## src/hdl/jtsl_pkg.sv

```systemverilog
package jtsl_pkg;

  localparam logic [3:0] KIND_PUNCT = 4'd0;
  localparam logic [3:0] KIND_TRUE  = 4'd1;
  localparam logic [3:0] KIND_FALSE = 4'd2;
  localparam logic [3:0] KIND_NULL  = 4'd3;
  localparam logic [3:0] KIND_SCHAR = 4'd4;
  localparam logic [3:0] KIND_SEND  = 4'd5;
  localparam logic [3:0] KIND_NCHAR = 4'd6;
  localparam logic [3:0] KIND_NEND  = 4'd7;
  localparam logic [3:0] KIND_ERROR = 4'd8;
  localparam logic [3:0] KIND_END   = 4'd9;

  localparam logic [2:0] ERR_NONE    = 3'd0;
  localparam logic [2:0] ERR_UNEXP   = 3'd1;
  localparam logic [2:0] ERR_DIGIT   = 3'd2;
  localparam logic [2:0] ERR_KEYWORD = 3'd3;
  localparam logic [2:0] ERR_EARLY   = 3'd4;
  localparam logic [2:0] ERR_QUOTE   = 3'd5;

  localparam int WORD_STORE = 5;
  localparam logic [2:0] WORD_LIMIT = 3'd7;

  localparam logic [39:0] WORD_TRUE  = 40'h0065757274;
  localparam logic [39:0] WORD_FALSE = 40'h65736C6166;
  localparam logic [39:0] WORD_NULL  = 40'h006C6C756E;

  typedef struct packed {
    logic [3:0] kind;
    logic [7:0] ch;
    logic [2:0] code;
  } result_t;

  // One accepted byte: one or two results.
  typedef struct packed {
    logic    two;
    result_t r0;
    result_t r1;
  } entry_t;

  function automatic logic is_digit(input logic [7:0] b);
    return (b >= 8'h30) && (b <= 8'h39);
  endfunction

  function automatic logic is_alpha(input logic [7:0] b);
    return ((b >= 8'h41) && (b <= 8'h5A)) || ((b >= 8'h61) && (b <= 8'h7A));
  endfunction

  function automatic logic is_space(input logic [7:0] b);
    return (b == 8'h20) || ((b >= 8'h09) && (b <= 8'h0D));
  endfunction

  function automatic logic is_punct(input logic [7:0] b);
    return (b == 8'h7B) || (b == 8'h7D) || (b == 8'h5B) || (b == 8'h5D) ||
           (b == 8'h3A) || (b == 8'h2C);
  endfunction

endpackage

```

## src/hdl/jtsl_front.sv

```systemverilog
module jtsl_front import jtsl_pkg::*; (
  input  logic       clk,
  input  logic       rst,
  input  logic       accept,
  input  logic [7:0] in_byte,
  input  logic       end_of_input,
  output logic       entry_valid,
  output entry_t     entry
);

  typedef enum logic [11:0] {
    M_IDLE  = 12'b000000000001,
    M_STR   = 12'b000000000010,
    M_ESC   = 12'b000000000100,
    M_MINUS = 12'b000000001000,
    M_INT   = 12'b000000010000,
    M_DOT   = 12'b000000100000,
    M_FRAC  = 12'b000001000000,
    M_E     = 12'b000010000000,
    M_ESIGN = 12'b000100000000,
    M_EXP   = 12'b001000000000,
    M_WORD  = 12'b010000000000,
    M_ERR   = 12'b100000000000
  } mode_t;

  mode_t       mode, mode_next;
  logic [39:0] kchars, kchars_next;
  logic [2:0]  kcount, kcount_next;

  logic        id_v, id_load;
  result_t     id_res;
  mode_t       id_mode;

  logic        kw_ok;
  logic [3:0]  kw_kind;

  logic        pre_v, main_v, use_idle;
  result_t     pre, main;
  logic [2:0]  kcount_inc;

  // Token start classification.
  always_comb begin
    id_v    = 1'b0;
    id_load = 1'b0;
    id_res  = '0;
    id_mode = M_IDLE;
    priority if (is_space(in_byte)) begin
      id_mode = M_IDLE;
    end else if (in_byte == 8'h22) begin
      id_mode = M_STR;
    end else if (is_punct(in_byte)) begin
      id_v   = 1'b1;
      id_res = '{kind: KIND_PUNCT, ch: in_byte, code: ERR_NONE};
    end else if (in_byte == 8'h2D) begin
      id_v    = 1'b1;
      id_res  = '{kind: KIND_NCHAR, ch: in_byte, code: ERR_NONE};
      id_mode = M_MINUS;
    end else if (is_digit(in_byte)) begin
      id_v    = 1'b1;
      id_res  = '{kind: KIND_NCHAR, ch: in_byte, code: ERR_NONE};
      id_mode = M_INT;
    end else if (is_alpha(in_byte)) begin
      id_load = 1'b1;
      id_mode = M_WORD;
    end else begin
      id_v    = 1'b1;
      id_res  = '{kind: KIND_ERROR, ch: 8'h00, code: ERR_UNEXP};
      id_mode = M_ERR;
    end
  end

  always_comb begin
    kw_ok   = 1'b1;
    kw_kind = KIND_TRUE;
    priority if (kcount == 3'd4 && kchars == WORD_TRUE) begin
      kw_kind = KIND_TRUE;
    end else if (kcount == 3'd5 && kchars == WORD_FALSE) begin
      kw_kind = KIND_FALSE;
    end else if (kcount == 3'd4 && kchars == WORD_NULL) begin
      kw_kind = KIND_NULL;
    end else begin
      kw_ok = 1'b0;
    end
  end

  assign kcount_inc = kcount + 3'd1;

  always_comb begin
    pre_v       = 1'b0;
    pre         = '0;
    main_v      = 1'b0;
    main        = '0;
    use_idle    = 1'b0;
    mode_next   = mode;
    kchars_next = kchars;
    kcount_next = kcount;
    if (end_of_input) begin
      unique case (mode)
        M_STR: begin
          pre_v = 1'b1;
          pre   = '{kind: KIND_ERROR, ch: 8'h00, code: ERR_QUOTE};
        end
        M_ESC: begin
          pre_v = 1'b1;
          pre   = '{kind: KIND_ERROR, ch: 8'h00, code: ERR_EARLY};
        end
        M_MINUS, M_DOT, M_E, M_ESIGN: begin
          pre_v = 1'b1;
          pre   = '{kind: KIND_ERROR, ch: 8'h00, code: ERR_DIGIT};
        end
        M_INT, M_FRAC, M_EXP: begin
          pre_v = 1'b1;
          pre   = '{kind: KIND_NEND, ch: 8'h00, code: ERR_NONE};
        end
        M_WORD: begin
          pre_v = 1'b1;
          if (kw_ok) begin
            pre = '{kind: kw_kind, ch: 8'h00, code: ERR_NONE};
          end else begin
            pre = '{kind: KIND_ERROR, ch: 8'h00, code: ERR_KEYWORD};
          end
        end
        M_IDLE, M_ERR: begin
          pre_v = 1'b0;
        end
        default: begin
          pre_v = 1'b0;
        end
      endcase
      main_v      = 1'b1;
      main        = '{kind: KIND_END, ch: 8'h00, code: ERR_NONE};
      mode_next   = M_IDLE;
      kchars_next = '0;
      kcount_next = '0;
    end else begin
      unique case (mode)
        M_IDLE: begin
          use_idle = 1'b1;
        end
        M_STR: begin
          priority if (in_byte == 8'h22) begin
            main_v    = 1'b1;
            main      = '{kind: KIND_SEND, ch: 8'h00, code: ERR_NONE};
            mode_next = M_IDLE;
          end else if (in_byte == 8'h5C) begin
            mode_next = M_ESC;
          end else begin
            main_v = 1'b1;
            main   = '{kind: KIND_SCHAR, ch: in_byte, code: ERR_NONE};
          end
        end
        M_ESC: begin
          main_v    = 1'b1;
          main      = '{kind: KIND_SCHAR, ch: in_byte, code: ERR_NONE};
          mode_next = M_STR;
        end
        M_MINUS, M_DOT, M_ESIGN: begin
          main_v = 1'b1;
          if (is_digit(in_byte)) begin
            main      = '{kind: KIND_NCHAR, ch: in_byte, code: ERR_NONE};
            mode_next = (mode == M_MINUS) ? M_INT : (mode == M_DOT) ? M_FRAC : M_EXP;
          end else begin
            main      = '{kind: KIND_ERROR, ch: 8'h00, code: ERR_DIGIT};
            mode_next = M_ERR;
          end
        end
        M_E: begin
          main_v = 1'b1;
          priority if (in_byte == 8'h2B || in_byte == 8'h2D) begin
            main      = '{kind: KIND_NCHAR, ch: in_byte, code: ERR_NONE};
            mode_next = M_ESIGN;
          end else if (is_digit(in_byte)) begin
            main      = '{kind: KIND_NCHAR, ch: in_byte, code: ERR_NONE};
            mode_next = M_EXP;
          end else begin
            main      = '{kind: KIND_ERROR, ch: 8'h00, code: ERR_DIGIT};
            mode_next = M_ERR;
          end
        end
        M_INT, M_FRAC: begin
          priority if (is_digit(in_byte)) begin
            main_v = 1'b1;
            main   = '{kind: KIND_NCHAR, ch: in_byte, code: ERR_NONE};
          end else if (in_byte == 8'h2E && mode == M_INT) begin
            main_v    = 1'b1;
            main      = '{kind: KIND_NCHAR, ch: in_byte, code: ERR_NONE};
            mode_next = M_DOT;
          end else if (in_byte == 8'h65 || in_byte == 8'h45) begin
            main_v    = 1'b1;
            main      = '{kind: KIND_NCHAR, ch: in_byte, code: ERR_NONE};
            mode_next = M_E;
          end else begin
            pre_v    = 1'b1;
            pre      = '{kind: KIND_NEND, ch: 8'h00, code: ERR_NONE};
            use_idle = 1'b1;
          end
        end
        M_EXP: begin
          if (is_digit(in_byte)) begin
            main_v = 1'b1;
            main   = '{kind: KIND_NCHAR, ch: in_byte, code: ERR_NONE};
          end else begin
            pre_v    = 1'b1;
            pre      = '{kind: KIND_NEND, ch: 8'h00, code: ERR_NONE};
            use_idle = 1'b1;
          end
        end
        M_WORD: begin
          if (is_alpha(in_byte)) begin
            for (int i = 0; i < WORD_STORE; i++) begin
              if (kcount == 3'(i)) kchars_next[8*i +: 8] = in_byte;
            end
            kcount_next = kcount_inc;
            if (kcount_inc >= WORD_LIMIT) begin
              kchars_next = '0;
              kcount_next = '0;
              main_v      = 1'b1;
              main        = '{kind: KIND_ERROR, ch: 8'h00, code: ERR_KEYWORD};
              mode_next   = M_ERR;
            end
          end else begin
            kchars_next = '0;
            kcount_next = '0;
            if (kw_ok) begin
              pre_v    = 1'b1;
              pre      = '{kind: kw_kind, ch: 8'h00, code: ERR_NONE};
              use_idle = 1'b1;
            end else begin
              main_v    = 1'b1;
              main      = '{kind: KIND_ERROR, ch: 8'h00, code: ERR_KEYWORD};
              mode_next = M_ERR;
            end
          end
        end
        M_ERR: begin
          mode_next = M_ERR;
        end
        default: begin
          mode_next = M_IDLE;
        end
      endcase
      if (use_idle) begin
        main_v    = id_v;
        main      = id_res;
        mode_next = id_mode;
        if (id_load) begin
          kchars_next = {32'h0, in_byte};
          kcount_next = 3'd1;
        end
      end
    end
  end

  assign entry_valid = pre_v || main_v;
  assign entry.two   = pre_v && main_v;
  assign entry.r0    = pre_v ? pre : main;
  assign entry.r1    = main;

  always_ff @(posedge clk) begin
    if (rst) begin
      mode   <= M_IDLE;
      kchars <= '0;
      kcount <= '0;
    end else if (accept) begin
      mode   <= mode_next;
      kchars <= kchars_next;
      kcount <= kcount_next;
    end
  end

  a_end_to_idle: assert property (@(posedge clk) disable iff (rst)
    accept && end_of_input |=> mode == M_IDLE && kcount == 3'd0)
    else $error("end of input did not return lexer to idle");

  a_word_count: assert property (@(posedge clk) disable iff (rst)
    kcount < WORD_LIMIT && (kcount == 3'd0 || mode == M_WORD))
    else $error("letter count out of range or outside word");

endmodule

```

## src/hdl/jtsl_queue.sv

```systemverilog
module jtsl_queue import jtsl_pkg::*; #(
  parameter int DEPTH = 4
) (
  input  logic   clk,
  input  logic   rst,
  input  logic   push,
  input  entry_t wdata,
  output logic   full,
  input  logic   pop,
  output entry_t rdata,
  output logic   empty
);

  localparam int PW = (DEPTH > 1) ? $clog2(DEPTH) : 1;
  localparam int CW = $clog2(DEPTH + 1);
  localparam logic [PW-1:0] LAST_PTR = PW'(DEPTH - 1);
  localparam logic [CW-1:0] FULL_CNT = CW'(DEPTH);

  entry_t        slots [DEPTH];
  logic [PW-1:0] head, tail;
  logic [CW-1:0] count;
  logic          do_push, do_pop;

  assign full    = (count == FULL_CNT);
  assign empty   = (count == '0);
  assign do_push = push && !full;
  assign do_pop  = pop && !empty;
  assign rdata   = slots[head];

  always_ff @(posedge clk) begin
    if (do_push) slots[tail] <= wdata;
  end

  always_ff @(posedge clk) begin
    if (rst) begin
      head  <= '0;
      tail  <= '0;
      count <= '0;
    end else begin
      if (do_push) tail <= (tail == LAST_PTR) ? '0 : tail + PW'(1);
      if (do_pop) head <= (head == LAST_PTR) ? '0 : head + PW'(1);
      unique case ({do_push, do_pop})
        2'b10:   count <= count + CW'(1);
        2'b01:   count <= count - CW'(1);
        default: count <= count;
      endcase
    end
  end

  a_count_bound: assert property (@(posedge clk) disable iff (rst)
    count <= FULL_CNT)
    else $error("queue count exceeds depth");

endmodule

```

## src/hdl/jtsl_back.sv

```systemverilog
module jtsl_back import jtsl_pkg::*; (
  input  logic       clk,
  input  logic       rst,
  input  entry_t     head,
  input  logic       head_empty,
  output logic       head_pop,
  input  logic       pop,
  output logic       empty,
  output logic [3:0] token_kind,
  output logic [7:0] char_value,
  output logic [2:0] error_code,
  output logic       last
);

  logic    second;
  result_t cur;
  logic    xfer;

  assign empty      = head_empty;
  assign cur        = second ? head.r1 : head.r0;
  assign token_kind = cur.kind;
  assign char_value = cur.ch;
  assign error_code = cur.code;
  assign last       = !head.two || second;
  assign xfer       = pop && !head_empty;
  assign head_pop   = xfer && last;

  always_ff @(posedge clk) begin
    if (rst) begin
      second <= 1'b0;
    end else if (xfer) begin
      second <= !last;
    end
  end

  a_second_has_pair: assert property (@(posedge clk) disable iff (rst)
    second |-> !head_empty && head.two)
    else $error("second result selected without a pending pair");

  a_pair_order: assert property (@(posedge clk) disable iff (rst)
    xfer && !last |=> second && !head_empty)
    else $error("second half of pair lost");

endmodule

```

## src/hdl/json_token_stream_lexer_top.sv

```systemverilog
// JSON token lexer. One byte of JSON text (or an end-of-input marker) is
// taken per push; each yields zero, one or two token results, popped one per
// cycle, with last set on the final result of that byte. A byte is accepted
// every cycle while the result queue (QUEUE_DEPTH entries, one entry per byte
// that yields results) has room; a byte that yields two results takes two
// pops on the output side, so sustained input rate is one byte per cycle
// when the reader pops every cycle and bytes yield at most one result each.
// Errors hold until end of input, which always returns the lexer to idle.
module json_token_stream_lexer_top import jtsl_pkg::*; #(
  parameter int QUEUE_DEPTH = 4
) (
  input  logic       clk,
  input  logic       rst,
  input  logic       push,
  output logic       full,
  input  logic [7:0] in_byte,
  input  logic       end_of_input,
  output logic       empty,
  input  logic       pop,
  output logic [3:0] token_kind,
  output logic [7:0] char_value,
  output logic [2:0] error_code,
  output logic       last
);

  logic   accept;
  logic   entry_valid;
  entry_t entry;
  entry_t head;
  logic   head_empty;
  logic   head_pop;

  assign accept = push && !full;

  jtsl_front u_front (
    .clk          (clk),
    .rst          (rst),
    .accept       (accept),
    .in_byte      (in_byte),
    .end_of_input (end_of_input),
    .entry_valid  (entry_valid),
    .entry        (entry)
  );

  jtsl_queue #(
    .DEPTH (QUEUE_DEPTH)
  ) u_queue (
    .clk   (clk),
    .rst   (rst),
    .push  (accept && entry_valid),
    .wdata (entry),
    .full  (full),
    .pop   (head_pop),
    .rdata (head),
    .empty (head_empty)
  );

  jtsl_back u_back (
    .clk        (clk),
    .rst        (rst),
    .head       (head),
    .head_empty (head_empty),
    .head_pop   (head_pop),
    .pop        (pop),
    .empty      (empty),
    .token_kind (token_kind),
    .char_value (char_value),
    .error_code (error_code),
    .last       (last)
  );

endmodule
```

## config.mk

```make
export PLATFORM = sky130hd
export DESIGN_NAME = json_token_stream_lexer_top
export DESIGN_NICKNAME = d
export VERILOG_FILES = /design/src/hdl/jtsl_pkg.sv /design/src/hdl/jtsl_front.sv /design/src/hdl/jtsl_queue.sv /design/src/hdl/jtsl_back.sv /design/src/hdl/json_token_stream_lexer_top.sv
export SDC_FILE = /design/constraint.sdc
export NUM_CORES = 1
export LEC_CHECK = 0
export BUFFER_PORTS_ARGS = -buffer_cell sky130_fd_sc_hd__buf_2
export CORE_ASPECT_RATIO = 0.8
export CORE_MARGIN = 2
export CORE_UTILIZATION = 57
export DETAILED_ROUTE_END_ITERATION = 10
export PLACE_DENSITY = 0.77
export SYNTH_ARGS = -nofsm -noshare
export SYNTH_HDL_FRONTEND = slang
export SYNTH_SLANG_ARGS = --single-unit
```

## constraint.sdc

```tcl
create_clock -name clk -period 8.2 [get_ports clk]
set_clock_uncertainty 0.2 [all_clocks]
set_input_delay 0.41 -clock clk [delete_from_list [all_inputs] [get_ports clk]]
set_output_delay 0.41 -clock clk [all_outputs]
set_load 0.02 [all_outputs]
```

# [Word-level counts from Yosys, hierarchy flattened]
# Memory sizes are Yosys's and may differ from the RTL's. A register that Yosys moved wholly into a read port is not among the register bits.
# Index checks and enable logic that the tools add are counted.
[word_totals] regBits=63 ram_bits=124 in_bits=13 output_inout_bits=18 elab_cells=227 n_memories=1
[mem_list] memory="u_queue.slots" words=4 width=31 read_ports=1 rd_ports_with_merged_regs=1 wr=1 line_no="jtsl_queue.sv:19" rtl="entry_t slots [DEPTH];"
[op_classes] addsub=5 magnitude_cmp=9 eq_ne=45 n_mux=119 reduce_logical=41
[ops] op="$mux 15" n=24
[ops] op="$mux 12" n=20
[ops] op="$mux 40" n=6
[ops] op="$pmux 15 s7" n=1
[ops] op="$pmux 12 s8" n=1
[ops] op="$eq 40x31->1 const B" n=2
[ops] op="$pmux 15 s5" n=1
[ops] op="$mux 14" n=5
[ops] op="$eq 8x6->1 const B" n=7
[ops] op="$eq 8x7->1 const B" n=7
[ops] op="$pmux 15 s3" n=1
[ops] op="$eq 40x39->1 const B" n=1
[ops] op="$mux 8" n=5
[ops] op="$mux 1" n=37
[ops] op="$mux 3" n=6
[ops] op="$ge 8x7->1 const B" n=2
[ops] op="$le 8x7->1 const B" n=2
[ops] op="$logic_and 1x1->1" n=15
[ops] op="$eq 12x1->1 const B" n=1
[ops] op="$eq 12x10->1 const B" n=1
[ops] op="$eq 12x11->1 const B" n=1
[ops] op="$eq 12x12->1 const B" n=1
[ops] op="$eq 12x2->1 const B" n=1
[ops] op="$eq 12x3->1 const B" n=1
[ops] op="40 further kinds" n=70

# [Logic depth before layout (Yosys ltp)]
[logic_depth] word_depth=16 ltp_mapped=17 mapped_depth_nobuf=16

# [Hierarchy]
# Synthesis repeated with hierarchy kept, for this count alone.
[unflattened] hier_cells=700 area_unflattened_um2=8779.7
[by_module_without_submodules] module="jtsl_queue" n_inst=1 cells_each=215 area_each_um2=4956.0
[by_module_without_submodules] module="jtsl_front" n_inst=1 cells_each=458 area_each_um2=3535.9
[by_module_without_submodules] module="jtsl_back" n_inst=1 cells_each=25 area_each_um2=272.8
[by_module_without_submodules] module="json_token_stream_lexer_top" n_inst=1 cells_each=2 area_each_um2=15.0

# [Least setup slack after synthesis]
# No wires, ideal clock.
[synth_timing] kind="register -> register" start="reg u_front.kcount[0]" end="mem u_queue.slots[3][0] in the netlist's numbering, enable pin" setup_ns=0.390 t_arrival_ns=3.392 setup_slack_ns=4.219 stages_incl_launch_ff=11 path_buffers=0 synth_period_minus_slack_ns=3.981 cell_sequence="dfxtp_1 -> inv_1 -> ha_1 -> or4b_1 -> nor4_4 -> a22oi_1 -> o21a_1 -> o31ai_2 -> o21ai_1 -> a21oi_1 -> and2_1"
[synth_via] elab_chain_len=16
[synth_rtl] element="start: declaration" line_no="jtsl_front.sv:28" rtl="logic [2:0] kcount, kcount_next;"
[synth_rtl] element="start signal: assignment" line_no="jtsl_front.sv:267" rtl="kcount <= kcount_next;"
[synth_rtl] element="branches (longest 11 deep; another with $add 3x1->3)"
[synth_rtl] element="$logic_or 1x1->1 *" line_no="jtsl_front.sv:254" rtl="assign entry_valid = pre_v || main_v;"
[synth_rtl] element="$logic_and 1x1->1 *" line_no="json_token_stream_lexer_top.sv:50" rtl=".push (accept && entry_valid),"
[synth_rtl] element="$logic_and 1x1->1 *" line_no="jtsl_queue.sv:26" rtl="assign do_push = push && !full;"
[synth_rtl] element="$mux 1 *" line_no="jtsl_queue.sv:31" rtl="if (do_push) slots[tail] <= wdata;"
[synth_rtl] element="$mux 1 (implied by the code) *" line_no="jtsl_queue.sv:31"
[synth_rtl] element="end: declaration" line_no="jtsl_queue.sv:19"
# Every way passes the cells marked *. The select of a mux whose other input is x is not followed.

# [Worst setup path in the final report]
[layout_timing] start="reg u_front.kcount[0]" end="reg u_queue.count[2]"
[layout_via] elab_chain_len=16
[layout_rtl] element="branches (longest 11 deep; another with $add 3x1->3)"
[layout_rtl] element="$logic_or 1x1->1 *" line_no="jtsl_front.sv:254"
[layout_rtl] element="$logic_and 1x1->1 *" line_no="json_token_stream_lexer_top.sv:50"
[layout_rtl] element="$logic_and 1x1->1 *" line_no="jtsl_queue.sv:26"
[layout_rtl] element="$eq 2x1->1 or $eq 2x2->1 (tied branches)" line_no="jtsl_queue.sv:42" rtl="unique case ({do_push, do_pop})"
[layout_rtl] element="$pmux 3 s2 or $reduce_bool 2->1 (tied branches)"
[layout_rtl] element="end signal: assignment" line_no="jtsl_queue.sv:43" rtl="2'b10: count <= count + CW'(1);"
[layout_rtl] element="end signal: assignment" line_no="jtsl_queue.sv:44" rtl="2'b01: count <= count - CW'(1);"
[layout_rtl] element="end signal: assignment" line_no="jtsl_queue.sv:45" rtl="default: count <= count;"
[layout_rtl] element="end: declaration" line_no="jtsl_queue.sv:21" rtl="logic [CW-1:0] count;"
# Marked as above.
# A chain may end at the register's enable or synchronous reset.

==> results.cfg <==
[logic_synthesis]
yosys-top-cells-area = edfxtp_1, dfxtp_1, mux4_2, nand2_1, a21oi_1
syn_avg_cell_area_um2 = 11.63
yosysMostFrequentCell = edfxtp_1
yosys_warnings = 0
yosys.area_share.simple_pct = 18.51
synthFlopType = edfxtp_1
netlist_top_cells_count = edfxtp_1, nand2_1, dfxtp_1
ys_async_sr_fraction_pct = 0
muxShareOfSynthArea_pct = 8.005
synth.distinct_cells = 77
ys_ff_latch = 185
synth_fa_ha_area_share_pct = 1.788
synth.top_cell.area_share_pct = 40.87
synth_edf_count = 120
synth_top_family_by_area = simple AND/OR/NAND/NOR gates
synth_area_um2 = 8816
synth_cells = 758
syn_nets = 783
synth-xor-area-share_pct = 0.6954
synth_top_area_cell = edfxtp_1
yosysSeqAreaShare_pct = 55.63
synth-compound-area-share_pct = 11.65

[power_and_ir_drop]
power_density_nw_per_um2 = 253.1
p_leak_nw = 3.308
vdd_drop_max_mv = 0.1502

[route]
ant_nets = 0
firstDrtPassIters = 5
drt_iter0_markers = 697
met1Wirelength_mm = 9.501
met3_length_mm = 1.789
wl_per_cell_um = 21.32
routed.top_layer = met4
wirelength_mm = 21.26
viasPerCell = 6.478
wl_met2_mm = 9.698
vias = 6459
drc_errors = 0

[place]
place_congestion = 0.9442
placed_cell_area_um2 = 9094
place_hpwl_mm = 14.33
io_buffers = 30

[die]
die_area_um2 = 16480
fp.dieH_um = 115.2
rows = 40
start_util_pct = 58.52
die_w_um = 143.0
pin_count = 31
core_area_um2 = 15060

[worst_setup_path]
start_kind = flop
crit_path_end_kind = flop
crit_path_max_fanout = 5
rr_worst_depth = 16
critPathRequiredTime_ps = 8370
path_class = flop to flop
reg2reg_slack_ps = 3580
arrival_ps = 4790

[outcome]
status = complete, no violations

[final_layout]
final_cell_area_um2 = 9727
final_layout_size_suffix_gt1_share_pct = 15.78
syn2layout_area_growth_pct = 10.33
fin_nets = 798

[min_path]
min_path_cells = 4
hold_path.class = input port to flop

[grt]
first_global_vias = 6067
grt_start_max_net_pins = 49
antenna_found_initial = 0
track_usage_pct = 26.97
gr-total-overflow = 0
grt_pass1_wl_mm = 33.37

[sta]
finalMaxSlewViolations = 0
slew_headroom_pct = 15.75
period_share_pct = 56.35
whs_ps = 152.6
setup_violations = 0
worst_slew_pin_slew_ps = 1261
fin_setup_tns_ps = 0
rsz0062_at_grt = no
final.min_clock_period_ps = 4621
fmax_mhz = 216.4
hold_viol = 0

[cts]
clock-sinks = 185
cts_setup_buffers = 0
cts_tree = done
clkTransAtPathRegs_ps = 70
cts_buffer_depth = 2
ctsHtreeMaxLevel = 4
cts_hold_buf = 0
numCtsBuffers = 17
clock_latency_ps = 450
clockRootBuffer = clkbuf_16
cts_resized = 0

[flow_run]
cap_violations = 0
-- metrics by stage --
stage               worst slack (ps)  util [%]  cells  total power (W)
floorplan                       4219         -    758         0.001479
global placement                3787     60.37    964         0.001604
detailed placement              3636     60.37    964         0.001625
CTS                             3617     64.55    996         0.002473
global route                    3302     64.55    996         0.002558
finish                          3579     64.57    997         0.002462
-- logic make-up after synthesis --
| family | Yosys count |
|---|---|
| simple gates | 297 |
| flops | 185 |
| compound gates | 147 |
| buf+inv | 77 |
| mux | 33 |
| fa+ha+maj | 12 |
| xor+xnor | 7 |
-- state kept, by name, indices dropped and copies added, names as in the netlist, named ones only --
| name | count |
|---|---|
| u_queue.slots | 120 |
| u_back.second | 1 |
| u_queue.count | 3 |
| u_front.kchars | 40 |
| u_queue.head | 2 |
| u_front.kcount | 3 |
| u_queue.tail | 2 |
| u_front.mode | 12 |
-- critical path, cell delays in order (launching register included) --
cell,delay [ps]
dfxtp_1,360
inv_1,120
ha_1,220
or4b_1,510
nor4_4,340
a22oi_1,180
o211a_1,230
o21ai_0,580
o211a_1,310
a21oi_1,140
inv_1,90
ha_1,180
inv_1,70
fa_1,430
xor2_1,160
or3_1,310
a21oi_1,140
-- worst paths after layout --
kind / to / start
worst min register to register: u_front.kchars[39] / u_front.kchars[39]
worst max register to register: u_queue.count[2] / u_front.kcount[0]
worst min-delay path: u_back.second / pop
worst max-delay path: u_queue.count[2] / u_front.kcount[0]
-- power breakdown --
part | total (W) | internal [W] | switching (W)
Combinational | 0.000500 | 0.000184 | 0.000315
Sequential | 0.00111 | 0.00108 | 0.0000275
Clock | 0.000855 | 0.000467 | 0.000388
-- cell usage in the layout, fill, tap and decap left out, drive strengths merged, types with 18 or more instances in the layout --
cell type / count
nor2: 50
nor4: 20
nand2: 90
inv: 41
mux4: 30
o32ai: 18
a21oi: 41
o21ai: 27
buf: 38
dfxtp: 65
edfxtp: 120
nand3: 18
-- layout make-up --
type	instances	area (um^2)
fillers	1121	5338
flip-flops and latches	185	4906
multi-input cells	496	3583
clock buffers	17	425.4
well taps	210	262.8
repair buffers	38	210.2
clock inverters	15	205.2
inverters	35	131.4
diodes	1	2.502
-- metal layers --
metal,GRT usage (%),up-vias
met5,0,-
met4,8.119,0
li1,-,2917
met2,40.77,330
met3,6.081,32
met1,39.39,3180
No activity file was read; power rests on OpenSTA's default activity.
